===== src/design/edfq_pkg.sv =====
package edfq_pkg;

    localparam int QUEUE_DEPTH = 16;
    localparam int TIME_W      = 32;
    localparam int ID_W        = 8;
    localparam int OP_W        = 2;
    localparam int ST_W        = 2;
    localparam int ADDR_W      = $clog2(QUEUE_DEPTH);
    localparam int CNT_W       = $clog2(QUEUE_DEPTH + 1);

    typedef logic [TIME_W-1:0] time_t;
    typedef logic [ID_W-1:0]   id_t;
    typedef logic [ADDR_W-1:0] addr_t;
    typedef logic [CNT_W-1:0]  cnt_t;

    typedef enum logic [OP_W-1:0] {
        OP_TICK   = 2'd0,
        OP_INSERT = 2'd1,
        OP_SELECT = 2'd2,
        OP_NOP    = 2'd3
    } op_t;

    typedef enum logic [ST_W-1:0] {
        ST_DONE = 2'd0,
        ST_FULL = 2'd1,
        ST_NONE = 2'd2
    } status_t;

    typedef enum logic [2:0] {
        S_IDLE,
        S_DL,
        S_INS_SCAN,
        S_INS_PUT,
        S_SEL_SCAN,
        S_RESULT
    } state_t;

    typedef struct packed {
        id_t   id;
        time_t rel;
        time_t dline;
    } entry_t;

    typedef struct packed {
        logic   wr_en;
        addr_t  wr_addr;
        entry_t wr_data;
        logic   rd_en;
        addr_t  rd_addr;
    } mem_req_t;

    function automatic time_t sat_add(time_t a, time_t b);
        logic [TIME_W:0] s;
        s = {1'b0, a} + {1'b0, b};
        return s[TIME_W] ? {TIME_W{1'b1}} : s[TIME_W-1:0];
    endfunction

endpackage


===== src/design/edfq_cmd_if.sv =====
interface edfq_cmd_if;
    logic                         valid;
    logic                         ready;
    logic [edfq_pkg::OP_W-1:0]    op;
    logic [edfq_pkg::ID_W-1:0]    task_id;
    logic [edfq_pkg::TIME_W-1:0]  start_offset;
    logic [edfq_pkg::TIME_W-1:0]  deadline_offset;

    modport source (output valid, op, task_id, start_offset, deadline_offset, input ready);
    modport sink   (input valid, op, task_id, start_offset, deadline_offset, output ready);
endinterface


===== src/design/edfq_res_if.sv =====
interface edfq_res_if;
    logic                         valid;
    logic                         ready;
    logic [edfq_pkg::ST_W-1:0]    status;
    logic [edfq_pkg::ID_W-1:0]    chosen_id;
    logic [edfq_pkg::TIME_W-1:0]  chosen_deadline;
    logic [edfq_pkg::TIME_W-1:0]  now_ms;

    modport source (output valid, status, chosen_id, chosen_deadline, now_ms, input ready);
    modport sink   (input valid, status, chosen_id, chosen_deadline, now_ms, output ready);
endinterface


===== src/design/edfq_mem.sv =====
module edfq_mem (
    input  logic               clk,
    input  edfq_pkg::mem_req_t req,
    output edfq_pkg::entry_t   rd_data
);

    edfq_pkg::entry_t mem [edfq_pkg::QUEUE_DEPTH];

    always_ff @(posedge clk)
    begin
        if (req.wr_en)
        begin
            mem[req.wr_addr] <= req.wr_data;
        end
        if (req.rd_en)
        begin
            rd_data <= mem[req.rd_addr];
        end
    end

endmodule


===== src/design/edfq_ctrl.sv =====
module edfq_ctrl (
    input  logic               clk,
    input  logic               rst_n,
    edfq_cmd_if.sink           cmd,
    edfq_res_if.source         res,
    output edfq_pkg::mem_req_t mem_req,
    input  edfq_pkg::entry_t   rd_data
);

    edfq_pkg::state_t  state_reg, state_next;
    edfq_pkg::time_t   now_reg, now_next;
    edfq_pkg::cnt_t    count_reg, count_next;
    logic              found_reg, found_next;
    logic              out_valid_reg, out_valid_next;

    edfq_pkg::addr_t   idx_reg, idx_next;
    edfq_pkg::entry_t  new_reg, new_next;
    edfq_pkg::time_t   dloff_reg, dloff_next;
    edfq_pkg::status_t status_reg, status_next;
    edfq_pkg::id_t     pick_id_reg, pick_id_next;
    edfq_pkg::time_t   pick_dl_reg, pick_dl_next;
    edfq_pkg::status_t out_status_reg, out_status_next;
    edfq_pkg::id_t     out_id_reg, out_id_next;
    edfq_pkg::time_t   out_dl_reg, out_dl_next;
    edfq_pkg::time_t   out_now_reg, out_now_next;

    logic              hit;
    logic              last;

    assign hit  = rd_data.rel <= now_reg;
    assign last = (edfq_pkg::CNT_W'(idx_reg) + edfq_pkg::CNT_W'(1)) == count_reg;

    always_comb
    begin
        state_next      = state_reg;
        now_next        = now_reg;
        count_next      = count_reg;
        found_next      = found_reg;
        out_valid_next  = out_valid_reg && !res.ready;
        idx_next        = idx_reg;
        new_next        = new_reg;
        dloff_next      = dloff_reg;
        status_next     = status_reg;
        pick_id_next    = pick_id_reg;
        pick_dl_next    = pick_dl_reg;
        out_status_next = out_status_reg;
        out_id_next     = out_id_reg;
        out_dl_next     = out_dl_reg;
        out_now_next    = out_now_reg;
        mem_req         = '0;
        cmd.ready       = 1'b0;

        case (state_reg)
            edfq_pkg::S_IDLE:
            begin
                cmd.ready = 1'b1;
                if (cmd.valid)
                begin
                    pick_id_next = '0;
                    pick_dl_next = '0;
                    status_next  = edfq_pkg::ST_DONE;
                    state_next   = edfq_pkg::S_RESULT;
                    case (edfq_pkg::op_t'(cmd.op))
                        edfq_pkg::OP_TICK:
                        begin
                            if (now_reg != {edfq_pkg::TIME_W{1'b1}})
                            begin
                                now_next = now_reg + edfq_pkg::TIME_W'(1);
                            end
                        end
                        edfq_pkg::OP_INSERT:
                        begin
                            if (count_reg == edfq_pkg::CNT_W'(edfq_pkg::QUEUE_DEPTH))
                            begin
                                status_next = edfq_pkg::ST_FULL;
                            end
                            else
                            begin
                                new_next.id  = cmd.task_id;
                                new_next.rel = edfq_pkg::sat_add(now_reg, cmd.start_offset);
                                dloff_next   = cmd.deadline_offset;
                                state_next   = edfq_pkg::S_DL;
                            end
                        end
                        edfq_pkg::OP_SELECT:
                        begin
                            if (count_reg == '0)
                            begin
                                status_next = edfq_pkg::ST_NONE;
                            end
                            else
                            begin
                                mem_req.rd_en   = 1'b1;
                                mem_req.rd_addr = '0;
                                idx_next        = '0;
                                found_next      = 1'b0;
                                state_next      = edfq_pkg::S_SEL_SCAN;
                            end
                        end
                        default:
                        begin
                            status_next = edfq_pkg::ST_DONE;
                        end
                    endcase
                end
            end

            edfq_pkg::S_DL:
            begin
                new_next.dline = edfq_pkg::sat_add(new_reg.rel, dloff_reg);
                if (count_reg == '0)
                begin
                    idx_next   = '0;
                    state_next = edfq_pkg::S_INS_PUT;
                end
                else
                begin
                    // scan from the tail towards the head
                    idx_next        = edfq_pkg::ADDR_W'(count_reg - edfq_pkg::CNT_W'(1));
                    mem_req.rd_en   = 1'b1;
                    mem_req.rd_addr = idx_next;
                    state_next      = edfq_pkg::S_INS_SCAN;
                end
            end

            edfq_pkg::S_INS_SCAN:
            begin
                mem_req.wr_en   = 1'b1;
                mem_req.wr_addr = idx_reg + edfq_pkg::ADDR_W'(1);
                if (rd_data.dline >= new_reg.dline)
                begin
                    // later or equal deadline moves up one place
                    mem_req.wr_data = rd_data;
                    if (idx_reg == '0)
                    begin
                        state_next = edfq_pkg::S_INS_PUT;
                    end
                    else
                    begin
                        idx_next        = idx_reg - edfq_pkg::ADDR_W'(1);
                        mem_req.rd_en   = 1'b1;
                        mem_req.rd_addr = idx_next;
                    end
                end
                else
                begin
                    mem_req.wr_data = new_reg;
                    count_next      = count_reg + edfq_pkg::CNT_W'(1);
                    state_next      = edfq_pkg::S_RESULT;
                end
            end

            edfq_pkg::S_INS_PUT:
            begin
                mem_req.wr_en   = 1'b1;
                mem_req.wr_addr = idx_reg;
                mem_req.wr_data = new_reg;
                count_next      = count_reg + edfq_pkg::CNT_W'(1);
                state_next      = edfq_pkg::S_RESULT;
            end

            edfq_pkg::S_SEL_SCAN:
            begin
                if (found_reg)
                begin
                    // close the gap left by the chosen entry
                    mem_req.wr_en   = 1'b1;
                    mem_req.wr_addr = idx_reg - edfq_pkg::ADDR_W'(1);
                    mem_req.wr_data = rd_data;
                end
                else if (hit)
                begin
                    found_next   = 1'b1;
                    pick_id_next = rd_data.id;
                    pick_dl_next = rd_data.dline;
                end
                if (last)
                begin
                    if (found_reg || hit)
                    begin
                        count_next  = count_reg - edfq_pkg::CNT_W'(1);
                        status_next = edfq_pkg::ST_DONE;
                    end
                    else
                    begin
                        status_next = edfq_pkg::ST_NONE;
                    end
                    state_next = edfq_pkg::S_RESULT;
                end
                else
                begin
                    idx_next        = idx_reg + edfq_pkg::ADDR_W'(1);
                    mem_req.rd_en   = 1'b1;
                    mem_req.rd_addr = idx_next;
                end
            end

            edfq_pkg::S_RESULT:
            begin
                if (!out_valid_reg || res.ready)
                begin
                    out_valid_next  = 1'b1;
                    out_status_next = status_reg;
                    out_id_next     = pick_id_reg;
                    out_dl_next     = pick_dl_reg;
                    out_now_next    = now_reg;
                    state_next      = edfq_pkg::S_IDLE;
                end
            end

            default:
            begin
                state_next = edfq_pkg::S_IDLE;
            end
        endcase
    end

    always_ff @(posedge clk or negedge rst_n)
    begin
        if (!rst_n)
        begin
            state_reg     <= edfq_pkg::S_IDLE;
            now_reg       <= '0;
            count_reg     <= '0;
            found_reg     <= 1'b0;
            out_valid_reg <= 1'b0;
        end
        else
        begin
            state_reg     <= state_next;
            now_reg       <= now_next;
            count_reg     <= count_next;
            found_reg     <= found_next;
            out_valid_reg <= out_valid_next;
        end
    end

    always_ff @(posedge clk)
    begin
        idx_reg        <= idx_next;
        new_reg        <= new_next;
        dloff_reg      <= dloff_next;
        status_reg     <= status_next;
        pick_id_reg    <= pick_id_next;
        pick_dl_reg    <= pick_dl_next;
        out_status_reg <= out_status_next;
        out_id_reg     <= out_id_next;
        out_dl_reg     <= out_dl_next;
        out_now_reg    <= out_now_next;
    end

    assign res.valid           = out_valid_reg;
    assign res.status          = out_status_reg;
    assign res.chosen_id       = out_id_reg;
    assign res.chosen_deadline = out_dl_reg;
    assign res.now_ms          = out_now_reg;

endmodule


===== src/design/edf_ready_queue_with_release_top.sv =====
// Earliest-deadline-first ready queue of 16 tasks with a saturating millisecond clock.
// Entries live in one synchronous memory kept sorted by deadline; the controller walks
// it one entry a cycle through the single read port, moving entries up on an insert and
// down on a select. A tick, a no-op, an insert into a full queue or a select on an empty
// queue goes from idle straight to the result state; an insert forms the deadline, then
// moves up each stored entry whose deadline is equal or later and writes the new entry in
// the gap; a select reads every entry from the head. One item is worked on at a time,
// and the next is taken while the previous result still waits in the output register.
module edf_ready_queue_with_release_top (
    input logic        clk,
    input logic        rst_n,
    edfq_cmd_if.sink   cmd,
    edfq_res_if.source res
);

    edfq_pkg::mem_req_t mem_req;
    edfq_pkg::entry_t   rd_data;

    edfq_ctrl u_ctrl (
        .clk     (clk),
        .rst_n   (rst_n),
        .cmd     (cmd),
        .res     (res),
        .mem_req (mem_req),
        .rd_data (rd_data)
    );

    edfq_mem u_mem (
        .clk     (clk),
        .req     (mem_req),
        .rd_data (rd_data)
    );

endmodule


===== src/flat_wrapper.sv =====
// flat-port wrapper written by rule: the top's interface ports become plain ports
module edf_ready_queue_with_release_top_flat 
  (clk, rst_n, cmd_valid, cmd_op, cmd_task_id, cmd_start_offset, cmd_deadline_offset, cmd_ready, res_valid, res_status, res_chosen_id, res_chosen_deadline, res_now_ms, res_ready);
  edfq_cmd_if cmd_i ();
  edfq_res_if res_i ();
  input logic clk;
  input logic rst_n;
  input wire logic [$bits(cmd_i.valid)-1:0] cmd_valid;
  input wire logic [$bits(cmd_i.op)-1:0] cmd_op;
  input wire logic [$bits(cmd_i.task_id)-1:0] cmd_task_id;
  input wire logic [$bits(cmd_i.start_offset)-1:0] cmd_start_offset;
  input wire logic [$bits(cmd_i.deadline_offset)-1:0] cmd_deadline_offset;
  output wire logic [$bits(cmd_i.ready)-1:0] cmd_ready;
  output wire logic [$bits(res_i.valid)-1:0] res_valid;
  output wire logic [$bits(res_i.status)-1:0] res_status;
  output wire logic [$bits(res_i.chosen_id)-1:0] res_chosen_id;
  output wire logic [$bits(res_i.chosen_deadline)-1:0] res_chosen_deadline;
  output wire logic [$bits(res_i.now_ms)-1:0] res_now_ms;
  input wire logic [$bits(res_i.ready)-1:0] res_ready;
  assign cmd_i.valid = cmd_valid;
  assign cmd_i.op = cmd_op;
  assign cmd_i.task_id = cmd_task_id;
  assign cmd_i.start_offset = cmd_start_offset;
  assign cmd_i.deadline_offset = cmd_deadline_offset;
  assign cmd_ready = cmd_i.ready;
  assign res_valid = res_i.valid;
  assign res_status = res_i.status;
  assign res_chosen_id = res_i.chosen_id;
  assign res_chosen_deadline = res_i.chosen_deadline;
  assign res_now_ms = res_i.now_ms;
  assign res_i.ready = res_ready;
  edf_ready_queue_with_release_top u_core (.clk(clk), .rst_n(rst_n), .cmd(cmd_i), .res(res_i));
endmodule

===== config.mk =====
export PLATFORM = sky130hd
export DESIGN_NAME = edf_ready_queue_with_release_top_flat
export DESIGN_NICKNAME = d
export VERILOG_FILES = /design/src/design/edfq_pkg.sv /design/src/design/edfq_cmd_if.sv /design/src/design/edfq_res_if.sv /design/src/design/edfq_mem.sv /design/src/design/edfq_ctrl.sv /design/src/design/edf_ready_queue_with_release_top.sv /design/src/flat_wrapper.sv
export SDC_FILE = /design/constraint.sdc
export NUM_CORES = 2
export LEC_CHECK = 0
export ABC_AREA = 0
export ABC_CLOCK_PERIOD_IN_PS = 13220
export BUFFER_PORTS_ARGS = -buffer_cell sky130_fd_sc_hd__buf_2
export CAP_MARGIN = 20
export CORE_ASPECT_RATIO = 0.75
export CORE_MARGIN = 1.5
export CORE_UTILIZATION = 25
export CTS_CLUSTER_DIAMETER = 30
export DETAILED_ROUTE_END_ITERATION = 8
export MAX_ROUTING_LAYER = met4
export PLACE_DENSITY = 0.36
export SLEW_MARGIN = 20
export SYNTH_ARGS = -nofsm -noshare
export SYNTH_HDL_FRONTEND = slang
export SYNTH_SLANG_ARGS = --single-unit
export TNS_END_PERCENT = 20

===== constraint.sdc =====
create_clock -name clk -period 13.22 [get_ports clk]
set_input_delay 0.661 -clock clk [delete_from_list [all_inputs] [get_ports clk]]
set_output_delay 0.661 -clock clk [all_outputs]
set_load 0.05 [all_outputs]

======== Word level (Yosys, flattened, before mapping) ========
Memory sizes are Yosys's and may differ from the RTL's. A register that Yosys moved wholly into a read port is not among the register bits.
Cells that the tools add are included.
cells by class
  add/sub/neg operators ................... 8
  magnitude comparators ................... 2
  eq/ne operators ......................... 23
  mux-type cells .......................... 59
  bitwise gates (word level) .............. 1
  reduce and logical (&&, ||, !) cells .... 21
operator list
  operator                                                         number
  77-bit one-hot mux with 3 select lines                           1
  32-bit two-way mux                                               3
  77-bit two-way mux                                               1
  72-bit two-way mux                                               1
  32-bit by 32-bit adder with 33-bit output                        2
  32-bit one-hot mux with 2 select lines                           1
  5-bit two-way mux                                                10
  32-bit by 1-bit adder with 32-bit output, second input constant  1
  32-bit greater-or-equal comparator                               1
  32-bit <= comparator                                             1
  32-bit inequality test, second input constant                    1
  4-bit two-way mux                                                7
  8-bit two-way mux                                                3
  4-bit AND reduction                                              6
  2-bit inequality test, second input constant                     11
  5-bit one-hot mux with 4 select lines                            1
  3-bit two-way mux                                                6
  3-bit one-hot mux with 6 select lines                            1
  4-bit one-hot mux with 4 select lines                            1
  8-bit one-hot mux with 2 select lines                            1
  5-bit one-hot mux with 3 select lines                            1
  1-bit two-way mux                                                13
  2-bit two-way mux                                                4
  2-bit one-hot mux with 2 select lines                            2
  other kinds (30)                                                 34
word-level totals
  flip-flop bits (word level) ............. 266
  RAM bits ................................ 1152
  output and inout port bits .............. 76
  word-level logic and storage cells ...... 132
  memories kept ........................... 1
memories
  name              words  bits a word  rd ports  clocked after Yosys merged registers in  write ports  line           source
  u_core.u_mem.mem  16     72           1         1                                        1            edfq_mem.sv:7  edfq_pkg::entry_t mem [edfq_pkg::QUEUE_DEPTH];

======== Depth between registers and ports, before layout ========
  word-level depth ........................ 5
  mapped depth ............................ 16

======== Cells and area by module ========
From an unflattened synthesis, not the netlist that was laid out.
unflattened totals
  cell total of the unflattened synthesis .. 3250
  area, all modules ....................... 60795.8 µm²
modules (own cells, without submodules)
  module     instances  cells each  area each (µm²)  sequential area each (µm²)
  edfq_mem   1          1850        45272.2          36755.3
  edfq_ctrl  1          1400        15523.6          7777.5

======== Worst setup path after synthesis ========
Ideal clock, no wire load.
  path kind ............................... reg2reg
  start point ............................. register u_core.u_ctrl.state_reg[2]
  end point ............................... register u_core.u_mem.rd_data[0] (netlist name)
  library setup time ...................... 602 ps
  arrival ................................. 8321 ps
  data required time ...................... 12618 ps
  path slack .............................. 4298 ps
  cell stages (with the launch flop) ...... 5
  path buffers ............................ 1
  clock period less this slack ............ 8922 ps
  cell sequence ........................... dfrtp_1 -> buf_2 -> nor3b_1 -> a21oi_1 -> o21ai_0
RTL lines
  item                      line              source
  start: declaration        edfq_ctrl.sv:10   edfq_pkg::state_t state_reg, state_next;
  start signal: assignment  edfq_ctrl.sv:222  state_reg <= edfq_pkg::S_IDLE;
  start signal: assignment  edfq_ctrl.sv:230  state_reg <= state_next;

======== Worst setup path after layout ========
  start point ............................. register u_core.u_ctrl.state_reg[1]
  end point ............................... register u_core.u_mem.rd_data[63] (netlist name)
on the way
  longest elaborated chain between the ends .. 2
  elaborated cells between the ends (all ways) .. 5
RTL lines
  item                                     line             source
  3-bit == test (tied with other cells)    edfq_ctrl.sv:53  case (state_reg)
  5-bit one-hot mux with 4 select lines *  edfq_ctrl.sv:53
Mark *: on every way between the ends. The rest lies on a longest branch, timed or not.
A chain may end at the register's enable or synchronous reset.

==> results.py <==
metrics = {
    "logic_synthesis": {
        "synth-seq-area-share": 0.712,
        "ys_ff_latch": 1490,
        "ys_warn_count": 0,
        "synthesis.area_um2": 62500,
        "synthMuxAreaShare": 0.0239,
        "synth-xor-area-share": 0.0130,
        "synth_fp_nets": 4485,
        "yosys.area_share.simple": 0.0911,
        "synth_cells": 4268,
        "synth_top_family_by_area": "compound AO/OA/AOI/OAI gates",
        "synth-edff-count": 1448,
        "synth_compound_area_frac": 0.106,
        "synth_ff_type": "edfxtp_1",
        "synth_fa_ha_area_frac": 0.0281,
        "synth.distinct_cells": 83,
        "syn_area_per_cell_um2": 14.6,
        "synthArstFlopShare": 0.0282,
    },
    "sta": {
        "max_freq_mhz": 147,
        "slew_headroom": 0.209,
        "fin_crit_sh": 0.515,
        "whs_ns": 0.0412,
        "worst_pin_slew_ns": 1.18,
        "slew_violations": 0,
        "finalSetupViolations": 0,
        "hold_violations": 0,
        "tns_ns": 0,
        "fin_crit_ns": 6.81,
        "clock_skew_ns": 0.0551,
        "rsz0062_at_grt": "false",
    },
    "setup_path": {
        "path_class": "reg2reg",
        "crit_path_end_kind": "flop",
        "path_max_fanout": 61,
        "worst_ep_arrival_time_ns": 7.49,
        "startpoint_type": "flop",
        "critPathRequiredTime_ns": 13.90,
    },
    "clock_tree": {
        "ctsHtreeMaxLevel": 5,
        "post_cts_resized": 0,
        "ctsHoldBuffers": 33,
        "path_clk_slew_ns": 0.04,
        "cts_tree": "built",
        "cts.path.max_buffers": 4,
        "clk_latency_ns": 0.86,
        "cts_made_buffers": 349,
        "cts_root_buf": "clkbuf_16",
        "clock_sinks": 1490,
        "post-cts-setup-buffers": 0,
    },
    "route": {
        "initialDrtViolationCount": 3143,
        "totalWireLength_um": 221000,
        "via_per_inst": 4.85,
        "post-route-drc-count": 0,
        "firstDrtPassIters": 6,
        "drtAntennaViolNets": 0,
        "vias": 39700,
        "wl_per_cell_um": 27.0,
    },
    "cells_and_area": {
        "seqCellArea_um2": 44500,
        "largest_reg_flops": 1152,
        "utilization": 0.320,
        "multi_input_area_um2": 16600,
        "final_common_cell": "edfxtp_1",
        "drive_gt1_frac": 0.173,
        "nFillCells": 24500,
        "nets": 4841,
        "areaGrowthSynthToFinish_pct": 26.7,
        "final_cell_mix": "edfxtp_1 (1448), nand2_1 (554), clkbuf_16 (354)",
    },
    "global_route": {
        "grt_max_degree": 164,
        "track_usage": 0.175,
        "grt_pass1_vias": 39400,
        "globalRouteOverflowTotal": 0,
        "grt_pass1_wl_um": 310000,
        "antenna_found_initial": 20,
    },
    "die": {
        "initial_core_util": 0.252,
        "fp.coreArea_um2": 248000,
        "ios": 154,
        "die_w_um": 580,
        "die_height_um": 436,
        "dieArea_um2": 253000,
        "fp-row-count": 158,
    },
    "power_and_ir_drop": {
        "ir_drop_mv": 0.439,
        "power.density_nw_per_um2": 312,
        "p_leak_nw": 28.2,
    },
    "hold_path": {
        "hold_path_class": "in2reg",
    },
    "run_status": {
        "status": "completed",
    },
    "run": {
        "drv_cap": 0,
    },
    "placement": {
        "post-dp-hpwl_um": 123000,
        "globalplace.congestion": 0.805,
        "portBuffers": 153,
    },
}
-- Yosys cell counts, drive strengths merged, types with 4 or more instances --
master | instances | share of area
nor3 | 30 | 0.0024
inv | 92 | 0.0055
xnor2 | 60 | 0.0084
nor3b | 5 | 0.00060
a31oi | 11 | 0.0011
clkbuf | 160 | 0.0098
a311oi | 220 | 0.031
dfrtp | 42 | 0.017
and2 | 10 | 0.0011
o221ai | 6 | 0.00084
nor4 | 4 | 0.00040
o21bai | 12 | 0.0014
nand2 | 557 | 0.034
xor2 | 30 | 0.0042
o21ai | 63 | 0.0050
a211oi | 235 | 0.028
nand3 | 30 | 0.0024
o31ai | 4 | 0.00048
or3 | 7 | 0.00070
ha | 137 | 0.027
edfxtp | 1448 | 0.70
and4 | 7 | 0.00098
nand2b | 20 | 0.0022
o22ai | 77 | 0.0077
buf | 110 | 0.010
a22o | 74 | 0.010
and3 | 278 | 0.028
a2111oi | 4 | 0.00086
a21o | 36 | 0.0043
nand4 | 21 | 0.0021
o211ai | 7 | 0.00084
nor2 | 79 | 0.0047
nor2b | 14 | 0.0014
mux2i | 147 | 0.024
or4 | 73 | 0.0088
o21a | 18 | 0.0022
or2 | 7 | 0.00070
a21oi | 92 | 0.0074
-- final timing paths --
path                                                   endpoint  slack, ns                    startpoint  cells after the start
setup / recovery                       u_core.u_mem.rd_data[63]       6.41    u_core.u_ctrl.state_reg[1]                     13
hold / removal                       u_core.u_ctrl.dloff_reg[3]       0.04        cmd_deadline_offset[3]                      1
setup reg to reg                       u_core.u_mem.rd_data[63]       6.41    u_core.u_ctrl.state_reg[1]                     13
hold reg to reg            u_core.u_ctrl.res.chosen_deadline[4]       0.40  u_core.u_ctrl.pick_dl_reg[4]                      0
max in group asynchronous             u_core.u_ctrl.now_reg[21]      12.13                         rst_n                      3
min in group asynchronous               u_core.u_ctrl.found_reg       0.51                         rst_n                      3
-- final cells by class --
cell class,count,share of cell area
inverters,93,0.00441
repair buffers,275,0.0236
diodes,5,0.000158
clock inverters,227,0.0337
multi-input cells,2415,0.210
flip-flops and latches,1490,0.562
well taps,3280,0.0518
clock buffers,400,0.114
-- worst max-delay path, stage by stage (launching register included) --
cell and delay (ns):
dfrtp_1 0.53, nor2_4 0.15, buf_4 0.51, and2_1 0.60, and2_4 0.29, o22a_4 0.58, buf_4 0.53, buf_4 0.62
and2_4 0.25, buf_4 0.66, nand2b_4 0.62, buf_4 0.62, o22ai_1 0.30, or4_1 0.15
-- power breakdown --
group	switching, mW	internal [mW]	total [mW]
Clock	2.74	5.86	8.60
Combinational	6.24	2.18	8.41
Sequential	0.433	7.26	7.69
-- layer usage --
layer	up-vias	share of wire	global-route usage
met5	-	0	-
met4	0	0.018	0.0402
met3	301	0.048	0.0275
met2	1130	0.44	0.257
met1	20600	0.49	0.252
li1	17700	-	-
-- stage by stage --
step / setup slack (ns) / cell area [µm²] / instances / total power [mW]
2_1_floorplan: 4.30 / 62500 / 4268 / 12.8
3_3_place_gp: 6.27 / 67000 / 7515 / 16.3
3_5_place_dp: 6.23 / 67100 / 7519 / 16.3
4_1_cts: 6.22 / 79200 / 8179 / 25.0
5_1_grt: 6.08 / 79200 / 8183 / 25.9
6_report: 6.41 / 79200 / 8185 / 24.7
-- cell families (layout without fill, tap and decap cells) --
family	Yosys count	count (layout)
compound gates	886	886
xor+xnor	91	91
fa+ha+maj	139	139
buf+inv	363	995
flops	1490	1490
mux	149	149
other cells	0	5
simple gates	1150	1150
No activity file was read; power rests on OpenSTA's default activity.
